--- config.mk ---
export PLATFORM = sky130hd
export DESIGN_NAME = utf16_to_utf8_encoder
export DESIGN_NICKNAME = d
export VERILOG_FILES = /design/src/rtl/ute_pkg.sv /design/src/rtl/ute_front.sv /design/src/rtl/ute_queue.sv /design/src/rtl/ute_back.sv /design/src/rtl/utf16_to_utf8_encoder.sv
export SDC_FILE = /design/constraint.sdc
export NUM_CORES = 1
export LEC_CHECK = 0
export ABC_AREA = 1
export BUFFER_PORTS_ARGS = -buffer_cell sky130_fd_sc_hd__buf_2
export CAP_MARGIN = 10
export CORE_ASPECT_RATIO = 0.6
export CORE_MARGIN = 2
export CORE_UTILIZATION = 60
export DETAILED_ROUTE_END_ITERATION = 12
export PLACE_DENSITY = 0.85
export RECOVER_POWER = 25
export SLEW_MARGIN = 20
export SYNTH_ARGS = -nofsm -noshare
export SYNTH_HDL_FRONTEND = slang
export SYNTH_SLANG_ARGS = --single-unit
--- constraint.sdc ---
create_clock -name clk -period 10.9 [get_ports clk]
set_input_delay 3.27 -clock clk [delete_from_list [all_inputs] [get_ports clk]]
set_output_delay 3.27 -clock clk [all_outputs]
set_load 0.1 [all_outputs]
--- src/rtl/ute_pkg.sv ---
// Shared types, constants and byte-forming helpers for the UTF-16/32 to UTF-8 encoder.
`default_nettype none

package ute_pkg;

  localparam int unsigned CpW   = 31;
  localparam int unsigned UnitW = 16;
  localparam int unsigned LenW  = 3;
  localparam int unsigned QueueDepth = 2;
  localparam int unsigned QPtrW = 1;
  localparam int unsigned QCntW = 2;

  localparam logic [15:0] SurMask   = 16'hFC00;
  localparam logic [15:0] HighBase  = 16'hD800;
  localparam logic [15:0] LowBase   = 16'hDC00;
  localparam logic [20:0] PlaneBase = 21'h10000;

  localparam logic        FormUtf32 = 1'b0;
  localparam logic        FormUtf16 = 1'b1;

  localparam logic [7:0]  ContTag   = 8'h80;
  localparam logic [7:0]  ThreeLead = 8'hE0;

  // one queued job: an optional lone held surrogate, then an optional code point
  typedef struct packed {
    logic                  pre_valid;
    logic [UnitW-1:0]      pre_cp;
    logic                  main_valid;
    logic [CpW-1:0]        main_cp;
    logic [LenW-1:0]       main_len;
  } job_t;

  function automatic logic [LenW-1:0] enc_len(input logic [CpW-1:0] cp);
    logic [LenW-1:0] len;
    if (cp < 31'h80)            len = 3'd1;
    else if (cp < 31'h800)      len = 3'd2;
    else if (cp < 31'h10000)    len = 3'd3;
    else if (cp < 31'h200000)   len = 3'd4;
    else if (cp < 31'h4000000)  len = 3'd5;
    else                        len = 3'd6;
    return len;
  endfunction

  function automatic logic [7:0] lead_prefix(input logic [LenW-1:0] len);
    logic [7:0] p;
    case (len)
      3'd2:    p = 8'hC0;
      3'd3:    p = 8'hE0;
      3'd4:    p = 8'hF0;
      3'd5:    p = 8'hF8;
      3'd6:    p = 8'hFC;
      default: p = 8'h00;
    endcase
    return p;
  endfunction

  // 8-bit window of cp starting at bit 6*rem
  function automatic logic [7:0] cp_window(input logic [CpW-1:0] cp,
                                           input logic [LenW-1:0] rem);
    logic [7:0] w;
    case (rem)
      3'd0:    w = cp[7:0];
      3'd1:    w = cp[13:6];
      3'd2:    w = cp[19:12];
      3'd3:    w = cp[25:18];
      3'd4:    w = {1'b0, cp[30:24]};
      3'd5:    w = {7'b0, cp[30]};
      default: w = 8'h00;
    endcase
    return w;
  endfunction

endpackage

`default_nettype wire

--- src/rtl/ute_front.sv ---
// Front end: takes input beats, pairs surrogates and queues encode jobs.
`default_nettype none

module ute_front (
  input  wire logic                    clk,
  input  wire logic                    rst_n,
  input  wire logic                    cfg_we,
  input  wire logic                    cfg_data,
  input  wire logic                    in_valid,
  input  wire logic [ute_pkg::CpW-1:0] in_code_unit,
  input  wire logic                    in_last_unit,
  input  wire logic                    q_full,
  output logic                         push,
  output ute_pkg::job_t                push_job
);

  logic                      form_r, form_nxt;
  logic                      held_valid_r, held_valid_nxt;
  logic [ute_pkg::UnitW-1:0] held_high_r, held_high_nxt;

  logic                      accept;
  logic [ute_pkg::UnitW-1:0] unit;
  logic                      is_high, is_low;
  logic [20:0]               pair_cp;
  logic [ute_pkg::CpW-1:0]   main_cp;
  ute_pkg::job_t             job;

  assign accept  = in_valid && !q_full;
  assign unit    = in_code_unit[ute_pkg::UnitW-1:0];
  assign is_high = (unit & ute_pkg::SurMask) == ute_pkg::HighBase;
  assign is_low  = (unit & ute_pkg::SurMask) == ute_pkg::LowBase;
  assign pair_cp = ute_pkg::PlaneBase + {1'b0, held_high_r[9:0], unit[9:0]};

  always_comb begin
    form_nxt       = form_r;
    held_valid_nxt = held_valid_r;
    held_high_nxt  = held_high_r;
    main_cp        = in_code_unit;
    job            = '0;

    if (form_r == ute_pkg::FormUtf32) begin
      job.main_valid = 1'b1;
    end else if (held_valid_r && is_low) begin
      main_cp        = {10'b0, pair_cp};
      job.main_valid = 1'b1;
      held_valid_nxt = 1'b0;
    end else begin
      job.pre_valid  = held_valid_r;
      job.pre_cp     = held_high_r;
      main_cp        = {15'b0, unit};
      if (is_high && !in_last_unit) begin
        held_valid_nxt = 1'b1;
        held_high_nxt  = unit;
      end else begin
        job.main_valid = 1'b1;
        held_valid_nxt = 1'b0;
      end
    end
    job.main_cp  = main_cp;
    job.main_len = ute_pkg::enc_len(main_cp);

    if (!accept) begin
      held_valid_nxt = held_valid_r;
      held_high_nxt  = held_high_r;
    end
    if (cfg_we) begin
      form_nxt       = cfg_data;
      held_valid_nxt = 1'b0;
      held_high_nxt  = '0;
    end
  end

  assign push     = accept && (job.pre_valid || job.main_valid);
  assign push_job = job;

  always_ff @(posedge clk) begin
    if (!rst_n) begin
      form_r       <= ute_pkg::FormUtf32;
      held_valid_r <= 1'b0;
      held_high_r  <= '0;
    end else begin
      form_r       <= form_nxt;
      held_valid_r <= held_valid_nxt;
      held_high_r  <= held_high_nxt;
    end
  end

endmodule

`default_nettype wire

--- src/rtl/ute_queue.sv ---
// Two-entry job queue between the front end and the byte emitter.
`default_nettype none

module ute_queue (
  input  wire logic          clk,
  input  wire logic          rst_n,
  input  wire logic          push,
  input  wire ute_pkg::job_t push_job,
  output logic               full,
  input  wire logic          pop,
  output logic               pop_valid,
  output ute_pkg::job_t      pop_job
);

  ute_pkg::job_t                mem_r [ute_pkg::QueueDepth];
  logic [ute_pkg::QPtrW-1:0]    wr_ptr_r, wr_ptr_nxt;
  logic [ute_pkg::QPtrW-1:0]    rd_ptr_r, rd_ptr_nxt;
  logic [ute_pkg::QCntW-1:0]    count_r, count_nxt;

  assign full      = count_r == ute_pkg::QCntW'(ute_pkg::QueueDepth);
  assign pop_valid = count_r != '0;
  assign pop_job   = mem_r[rd_ptr_r];

  always_comb begin
    wr_ptr_nxt = push ? wr_ptr_r + 1'b1 : wr_ptr_r;
    rd_ptr_nxt = pop  ? rd_ptr_r + 1'b1 : rd_ptr_r;
    count_nxt  = count_r + ute_pkg::QCntW'(push) - ute_pkg::QCntW'(pop);
  end

  always_ff @(posedge clk) begin
    if (push) begin
      mem_r[wr_ptr_r] <= push_job;
    end
  end

  always_ff @(posedge clk) begin
    if (!rst_n) begin
      wr_ptr_r <= '0;
      rd_ptr_r <= '0;
      count_r  <= '0;
    end else begin
      wr_ptr_r <= wr_ptr_nxt;
      rd_ptr_r <= rd_ptr_nxt;
      count_r  <= count_nxt;
    end
  end

endmodule

`default_nettype wire

--- src/rtl/ute_back.sv ---
// Back end: walks queued jobs and emits one UTF-8 byte per output beat.
`default_nettype none

module ute_back (
  input  wire logic           clk,
  input  wire logic           rst_n,
  input  wire logic           q_valid,
  input  wire ute_pkg::job_t  q_job,
  output logic                q_pop,
  output logic                out_valid,
  input  wire logic           out_stall,
  output logic [7:0]          out_byte,
  output logic                out_last_of_item
);

  logic                         cur_active_r, cur_active_nxt;
  logic [ute_pkg::CpW-1:0]      cur_cp_r, cur_cp_nxt;
  logic [ute_pkg::LenW-1:0]     cur_rem_r, cur_rem_nxt;
  logic                         cur_first_r, cur_first_nxt;
  logic [7:0]                   cur_prefix_r, cur_prefix_nxt;
  logic                         cur_last_r, cur_last_nxt;
  logic                         pend_valid_r, pend_valid_nxt;
  logic [ute_pkg::CpW-1:0]      pend_cp_r, pend_cp_nxt;
  logic [ute_pkg::LenW-1:0]     pend_len_r, pend_len_nxt;
  logic                         out_valid_r, out_valid_nxt;
  logic [7:0]                   out_byte_r, out_byte_nxt;
  logic                         out_last_r, out_last_nxt;

  logic                         advance, emit, cp_done;
  logic [7:0]                   win;

  assign advance = !out_valid_r || !out_stall;
  assign emit    = cur_active_r && advance;
  assign cp_done = emit && (cur_rem_r == '0);
  assign win     = ute_pkg::cp_window(cur_cp_r, cur_rem_r);
  // refill from the queue when idle or on the final byte of the last code point
  assign q_pop   = q_valid && (!cur_active_r || (cp_done && !pend_valid_r));

  always_comb begin
    cur_active_nxt = cur_active_r;
    cur_cp_nxt     = cur_cp_r;
    cur_rem_nxt    = cur_rem_r;
    cur_first_nxt  = cur_first_r;
    cur_prefix_nxt = cur_prefix_r;
    cur_last_nxt   = cur_last_r;
    pend_valid_nxt = pend_valid_r;
    pend_cp_nxt    = pend_cp_r;
    pend_len_nxt   = pend_len_r;
    out_valid_nxt  = out_valid_r;
    out_byte_nxt   = out_byte_r;
    out_last_nxt   = out_last_r;

    if (emit) begin
      out_valid_nxt = 1'b1;
      out_byte_nxt  = cur_first_r ? (cur_prefix_r | win) : (ute_pkg::ContTag | {2'b0, win[5:0]});
      out_last_nxt  = cp_done && cur_last_r;
      cur_first_nxt = 1'b0;
      cur_rem_nxt   = cur_rem_r - 1'b1;
    end else if (advance) begin
      out_valid_nxt = 1'b0;
    end

    if (cp_done) begin
      if (pend_valid_r) begin
        cur_cp_nxt     = pend_cp_r;
        cur_rem_nxt    = pend_len_r - 1'b1;
        cur_first_nxt  = 1'b1;
        cur_prefix_nxt = ute_pkg::lead_prefix(pend_len_r);
        cur_last_nxt   = 1'b1;
        pend_valid_nxt = 1'b0;
      end else begin
        cur_active_nxt = 1'b0;
      end
    end

    if (q_pop) begin
      cur_active_nxt = 1'b1;
      cur_first_nxt  = 1'b1;
      if (q_job.pre_valid) begin
        // lone held surrogate always encodes as three bytes
        cur_cp_nxt     = {15'b0, q_job.pre_cp};
        cur_rem_nxt    = 3'd2;
        cur_prefix_nxt = ute_pkg::ThreeLead;
        cur_last_nxt   = !q_job.main_valid;
        pend_valid_nxt = q_job.main_valid;
        pend_cp_nxt    = q_job.main_cp;
        pend_len_nxt   = q_job.main_len;
      end else begin
        cur_cp_nxt     = q_job.main_cp;
        cur_rem_nxt    = q_job.main_len - 1'b1;
        cur_prefix_nxt = ute_pkg::lead_prefix(q_job.main_len);
        cur_last_nxt   = 1'b1;
      end
    end
  end

  always_ff @(posedge clk) begin
    cur_cp_r     <= cur_cp_nxt;
    cur_rem_r    <= cur_rem_nxt;
    cur_first_r  <= cur_first_nxt;
    cur_prefix_r <= cur_prefix_nxt;
    cur_last_r   <= cur_last_nxt;
    pend_cp_r    <= pend_cp_nxt;
    pend_len_r   <= pend_len_nxt;
    out_byte_r   <= out_byte_nxt;
    out_last_r   <= out_last_nxt;
  end

  always_ff @(posedge clk) begin
    if (!rst_n) begin
      cur_active_r <= 1'b0;
      pend_valid_r <= 1'b0;
      out_valid_r  <= 1'b0;
    end else begin
      cur_active_r <= cur_active_nxt;
      pend_valid_r <= pend_valid_nxt;
      out_valid_r  <= out_valid_nxt;
    end
  end

  assign out_valid        = out_valid_r;
  assign out_byte         = out_byte_r;
  assign out_last_of_item = out_last_r;

endmodule

`default_nettype wire

--- src/rtl/utf16_to_utf8_encoder.sv ---
// Top level of the UTF-16/UTF-32 to UTF-8 encoder.
// Converts one code unit per input beat into its UTF-8 bytes, one byte per
// output beat, with out_last_of_item set on the final byte an input beat causes.
// cfg_data selects the input form (0: 31-bit code points, one to six bytes;
// 1: UTF-16 units, surrogate pairs become four bytes, a lone surrogate three).
// Write cfg only while idle; a write drops any held high surrogate. The output
// side runs at one byte per cycle unless out_stall holds it or no job is queued;
// an item has one to six bytes, and a held high surrogate yields none.
// Input beats are taken every cycle while the two-entry job queue has room.
`default_nettype none

module utf16_to_utf8_encoder (
  input  wire logic                    clk,
  input  wire logic                    rst_n,
  input  wire logic                    cfg_we,
  input  wire logic                    cfg_data,
  input  wire logic                    in_valid,
  output logic                         in_stall,
  input  wire logic [ute_pkg::CpW-1:0] in_code_unit,
  input  wire logic                    in_last_unit,
  output logic                         out_valid,
  input  wire logic                    out_stall,
  output logic [7:0]                   out_byte,
  output logic                         out_last_of_item
);

  logic          q_push, q_full, q_pop, q_valid;
  ute_pkg::job_t push_job, pop_job;

  assign in_stall = q_full;

  ute_front u_front (
    .clk          (clk),
    .rst_n        (rst_n),
    .cfg_we       (cfg_we),
    .cfg_data     (cfg_data),
    .in_valid     (in_valid),
    .in_code_unit (in_code_unit),
    .in_last_unit (in_last_unit),
    .q_full       (q_full),
    .push         (q_push),
    .push_job     (push_job)
  );

  ute_queue u_queue (
    .clk       (clk),
    .rst_n     (rst_n),
    .push      (q_push),
    .push_job  (push_job),
    .full      (q_full),
    .pop       (q_pop),
    .pop_valid (q_valid),
    .pop_job   (pop_job)
  );

  ute_back u_back (
    .clk              (clk),
    .rst_n            (rst_n),
    .q_valid          (q_valid),
    .q_job            (pop_job),
    .q_pop            (q_pop),
    .out_valid        (out_valid),
    .out_stall        (out_stall),
    .out_byte         (out_byte),
    .out_last_of_item (out_last_of_item)
  );

`ifndef SYNTH
  a_job_not_empty: assert property (@(posedge clk) disable iff (!rst_n)
    q_pop |-> (pop_job.pre_valid || pop_job.main_valid))
    else $error("queued job carries no code point");

  a_pre_is_high: assert property (@(posedge clk) disable iff (!rst_n)
    (q_pop && pop_job.pre_valid) |-> (pop_job.pre_cp[15:10] == 6'b110110))
    else $error("held unit released is not a high surrogate");

  a_ascii_len: assert property (@(posedge clk) disable iff (!rst_n)
    (q_pop && pop_job.main_valid && pop_job.main_len == 3'd1) |->
      (pop_job.main_cp < 31'h80))
    else $error("single-byte job with a code point above ASCII");
`endif

endmodule

`default_nettype wire

* After elaboration in Yosys (flattened, before gate mapping) *
Memory sizes are Yosys's and may differ from the RTL's. A register that Yosys moved wholly into a read port is not among the register bits.
Cells that the tools add are included.

word-level totals
  output and inout bits = 11
  register bits = 112
  bits in writable memories = 104
  input port bits = 38
  memories = 1

operators by class
  bitwise gates (word level) = 3
  add/subtract/negate cells = 8
  order comparisons = 5
  eq/ne operators = 19
  reduce and logical (&&, ||, !) cells = 30
  mux-type cells = 50

memories
  name           depth  width  rd ports  clocked after memory_dff  wr ports  line             RTL
  u_queue.mem_r  2      52     1         1                         1         ute_queue.sv:15  ute_pkg::job_t mem_r [ute_pkg::QueueDepth];

operators by type and width
  kind                                                           count
  two-way mux 31 bit                                             5
  one-hot mux 8 bit (5 select lines)                             2
  one-hot mux 8 bit (6 select lines)                             1
  two-way mux 17 bit                                             2
  two-way mux 8 bit                                              4
  less-than comparator 31 x 12 -> 1 bit (second input constant)  1
  less-than comparator 31 x 17 -> 1 bit (second input constant)  1
  less-than comparator 31 x 22 -> 1 bit (second input constant)  1
  less-than comparator 31 x 27 -> 1 bit (second input constant)  1
  less-than comparator 31 x 8 -> 1 bit (second input constant)   1
  two-way mux 3 bit                                              9
  equality test 3 bit (second input constant)                    8
  two-way mux 1 bit                                              24
  adder 17 x 20 -> 21 bit (first input constant)                 1
  two-way mux 21 bit                                             1
  equality test 3 x 2 -> 1 bit (second input constant)           6
  equality test 6 bit (second input constant)                    2
  logical AND 1 bit                                              9
  subtractor 3 x 1 -> 3 bit (second input constant)              3
  bitwise OR 8 bit                                               1
  AND reduction 2 bit                                            4
  nonzero test 2 bit                                             4
  logical NOT 1 bit                                              7
  two-way mux 6 bit                                              1
  12 further kinds                                               16

* Depth between registers and ports, before layout *
  depth in word-level cells = 10
  mapped depth = 14
  depth with buffers taken out = 12

* Cells and area by module *
Synthesis repeated with hierarchy kept, for this count alone.

unflattened totals
  cell total of the unflattened synthesis = 831
  area total of the unflattened synthesis = 9731.8 sq um

modules (own cells, without submodules)
  module     times used  cells each  area an instance (sq um)
  ute_queue  1           195         4232.8
  ute_back   1           417         4172.8
  ute_front  1           219         1326.3

* Worst setup path before layout *
OpenSTA, ideal clock, no wires.

  kind = in2reg
  start point = in in_code_unit[13] in the netlist's numbering
  end point = mem u_queue.mem_r[1][0] in the netlist's numbering, enable pin
  cell stages on the path = 7
  library setup time = 0.463 ns
  data arrival time = 6.002 ns
  slack = 4.434 ns
  required time = 10.437 ns
  cells stage by stage = inv_1 > nand2_1 > nor2_4 > and3_1 > nand2_1 > o21ai_1 > nor2_1

RTL lines
  item                line                         RTL
  start: declaration  utf16_to_utf8_encoder.sv:19  input wire logic [ute_pkg::CpW-1:0] in_code_unit,
  end: declaration    ute_queue.sv:15

==> results_dict.tcl <==
set metrics [dict create \
    synth_edf_count 184 \
    io_pins 49 \
    crit_path_cell_trace "clkbuf_1 > inv_1 > nand2_1 > nor2_1 > and3_1 > nand2_1 > o21ai_1 > inv_2 > ha_1 > xor2_1 > o21ai_0 > a21oi_1" \
    postCtsHoldBufs 0 \
    netlist_instances 831 \
    clk_path_buf_depth 3 \
    total_power_w 0.00277 \
    cp_num_cells 12 \
    endpoint "u_queue.count_r[1]$_SDFF_PN0_" \
    cpPeakStageDelay_ns 0.45 \
    slew_violations 0 \
    antenna_left 0 \
    drive_above_1_share_pct 11.0 \
    dieHeight_um 99.7 \
    dieArea_um2 16300 \
    grt_remaining_overflow 0 \
    finalCriticalPeriod_ns 5.01 \
    start_util_pct 62.2 \
    peakVddDrop_mv 0.243 \
    drc 0 \
    start_kind "input pin" \
    pre_cts_ws_ns 5.45 \
    cpMaxStageDelayCell "o21ai_1" \
    insertion_delay_ns 0.50 \
    hpwlAfterDp_um 13700 \
    wl_per_cell_um 18.8 \
    yosysWarnings 0 \
    fin_crit_sh_pct 46.0 \
    drt_wl_total_um 20500 \
    async_flop_share_pct 0 \
    grt_antenna_before_repair 0 \
    synth_area_um2 9160 \
    yosysSeqAreaShare_pct 66.9 \
    grt_start_max_net_pins 53 \
    setup-violations-final 0 \
    ys.flop_type "edfxtp_1" \
    synth_area_leaders "edfxtp_1 60%, nand2_1 6.8%, dfxtp_1 6.6%" \
    final_hold_viol_count 0 \
    worstSetupStartpoint "in_code_unit[13]" \
    grt_setup_unrepaired "no" \
    cp.buffers_inverters 3 \
    slew_headroom_pct 2.02 \
    fin_skew_ns 0.00927 \
    reg2reg_setup_slack_ns 7.69 \
    worst_path_most_repeated_cell "nand2_1" \
    viasPerCell 5.65 \
    gp_congestion 0.893 \
    p_leak_nw 3.95 \
    rr_worst_depth 11 \
    vias 6161 \
    p_per_area_nw_per_um2 274 \
    io_buffers 48 \
    final_core_util_pct 68.6 \
    grtUsageTotal_pct 26.0 \
    tightest_slew_ns 1.47 \
    fmax_ghz 0.200 \
    end_kind "flip-flop" \
    status "complete, no violations" \
    post_synth_num_cell_types 44 \
    drv_cap 0 \
    drt_iter0_markers 791 \
    holdCritPathClass "reg -> reg" \
    cts_buffers 20 \
    core-area_um2 14700 \
    die-width_um 163 \
    tritoncts "done" \
    crit_arrival_ns 5.39 \
    cts_resized 0 \
    area_delta_synth_final_pct 10.3 \
    worstPathRequired_ns 11.28 \
    fin_ws_ns 5.89 \
    cts_sinks 214 \
    first_pass_iters 5 \
    fp-row-count 34 \
    synth_fp_nets 887 \
    critical_path_class "in -> reg" \
    crit_family "simple AND/OR/NAND/NOR gates" \
    h-tree-depth 1 \
    nets 936 \
    netlist.area_leader.share_pct 60.3 \
    ys_ff_latch 214 \
    setup_tns_ns 0 \
    clockRootBuffer "clkbuf_16" \
    synth_largest_area_cell "edfxtp_1" \
    postSynthAreaPerCell_um2 11.0 \
    antenna_cells 0 \
    grt_pass1_wl_um 31900 \
    holdWs_ns 0.464 \
    worstReg2RegEnd "u_back.cur_prefix_r[6]$_DFFE_PP_" \
    cts_setup_buffers 0 \
    critPathMaxFanout 8 \
    grt_pass1_vias 5941 \
    path_clk_slew_ns 0.07 \
]
[cell usage in the layout (no fill, tap or decap), types with 6 or more instances in the layout]
cell type,count
edfxtp_1,184
nand2_1,167
nor2_1,110
inv_1,91
o21ai_0,40
o21ai_1,32
buf_2,32
dfxtp_1,30
clkbuf_1,24
clkbuf_16,20
ha_1,18
or2_2,17
a21oi_1,16
nand3_1,15
o22ai_1,12
o21a_1,12
a211oi_1,10
nand4_1,7
inv_2,6
[worst register-to-register path, cell delays in order, from the launching register on]
cell and delay [ns]:
dfxtp_1 0.34, inv_1 0.61, or2_2 0.57, o21ai_0 0.28, inv_1 0.24, ha_1 0.26, o21ai_1 0.17, nand2_1 0.08
inv_1 0.07, o21ai_1 0.07, nor2_1 0.16, a22oi_1 0.09
[logic make-up after synthesis]
| logic type | Yosys count | synth area share (%) |
|---|---|---|
| AO/OA/AOI/OAI | 138 | 9.14 |
| XOR/XNOR | 1 | 0.0957 |
| adder cells (fa/ha/maj) | 18 | 2.46 |
| buffers and inverters | 124 | 5.53 |
| flip-flops | 214 | 66.9 |
| multiplexers | 5 | 0.547 |
| AND/OR/NAND/NOR | 331 | 15.3 |
[registers in the layout, summed over array words and instances, names as in the netlist, named ones only]
signal,cells
u_front.form_r,1
u_queue.mem_r,104
u_back.cur_last_r,1
u_back.pend_cp_r,31
u_back.out_byte,8
u_back.cur_active_r,1
u_front.held_high_r,16
u_back.out_valid,1
u_back.pend_len_r,3
u_back.pend_valid_r,1
u_back.cur_cp_r,31
u_back.out_last_of_item,1
u_back.cur_rem_r,3
u_back.cur_first_r,1
u_queue.rd_ptr_r,1
u_queue.wr_ptr_r,1
u_queue.count_r,2
u_back.cur_prefix_r,5
u_front.held_valid_r,1
[layer usage]
metal  GRT usage, %  share of wire [%]  vias to the layer above
li1               -                  -                     2906
met3           7.92                 12                       38
met5              0                  0                        -
met1           39.5                 44                     2901
met2           37.5                 42                      316
met4           4.99                1.6                        0
[worst min path at each step]
stage | startpoint | to | slack [ns] | cells past startpoint
after floorplan | u_front.held_high_r[10]$_SDFFE_PP0P_ | u_front.held_high_r[10]$_SDFFE_PP0P_ | 0.42 | 2
after global placement | u_queue.rd_ptr_r$_SDFFE_PN0P_ | flip-flop | 0.43 | 1
after detailed placement | u_queue.rd_ptr_r$_SDFFE_PN0P_ | flip-flop | 0.45 | 1
after CTS | u_front.held_high_r[13]$_SDFFE_PP0P_ | u_front.held_high_r[13]$_SDFFE_PP0P_ | 0.47 | 2
after global routing | u_front.held_high_r[14]$_SDFFE_PP0P_ | u_front.held_high_r[14]$_SDFFE_PP0P_ | 0.51 | 2
final | u_queue.rd_ptr_r$_SDFFE_PN0P_ | u_queue.rd_ptr_r$_SDFFE_PN0P_ | 0.46 | 1
[power breakdown]
part / total, W / leakage, nW / internal [W] / switching, W
combinational: 0.000865 / 1.71 / 0.000213 / 0.000652
sequential: 0.00126 / 1.96 / 0.00118 / 0.0000830
clock: 0.000640 / 0.281 / 0.000349 / 0.000291
total: 0.00277 / 3.95 / 0.00174 / 0.00103
[through the flow]
| stage | area, um2 | cells |
|---|---|---|
| finish | 10100 | 1091 |
| global route | 10100 | 1091 |
| floorplan | 9160 | 831 |
| detailed placement | 9560 | 1056 |
| global placement | 9560 | 1056 |
| CTS | 10100 | 1091 |
[cells in the mapped netlist (all sizes together), types with 3 or more instances]
library cell and number:
a211oi 10, a21oi 18, a22o 3, buf 19
clkbuf 7, dfxtp 30, edfxtp 184, ha 18
inv 97, mux2i 5, nand2 169, nand3 16
nand4 7, nor2 116, o21a 12, o21ai 74
o22ai 12, or2 17
[area by class of cell]
cell class / instances / area (um2)
Inverter: 98 / 368
Sequential cell: 214 / 6130
Tap cell: 198 / 248
Clock inverter: 6 / 41.3
Timing Repair Buffer: 53 / 258
Multi-Input combinational cell: 493 / 2520
Clock buffer: 29 / 544
Fill cell: 1089 / 4620
Note: power is estimated with default switching activity, not from simulation.
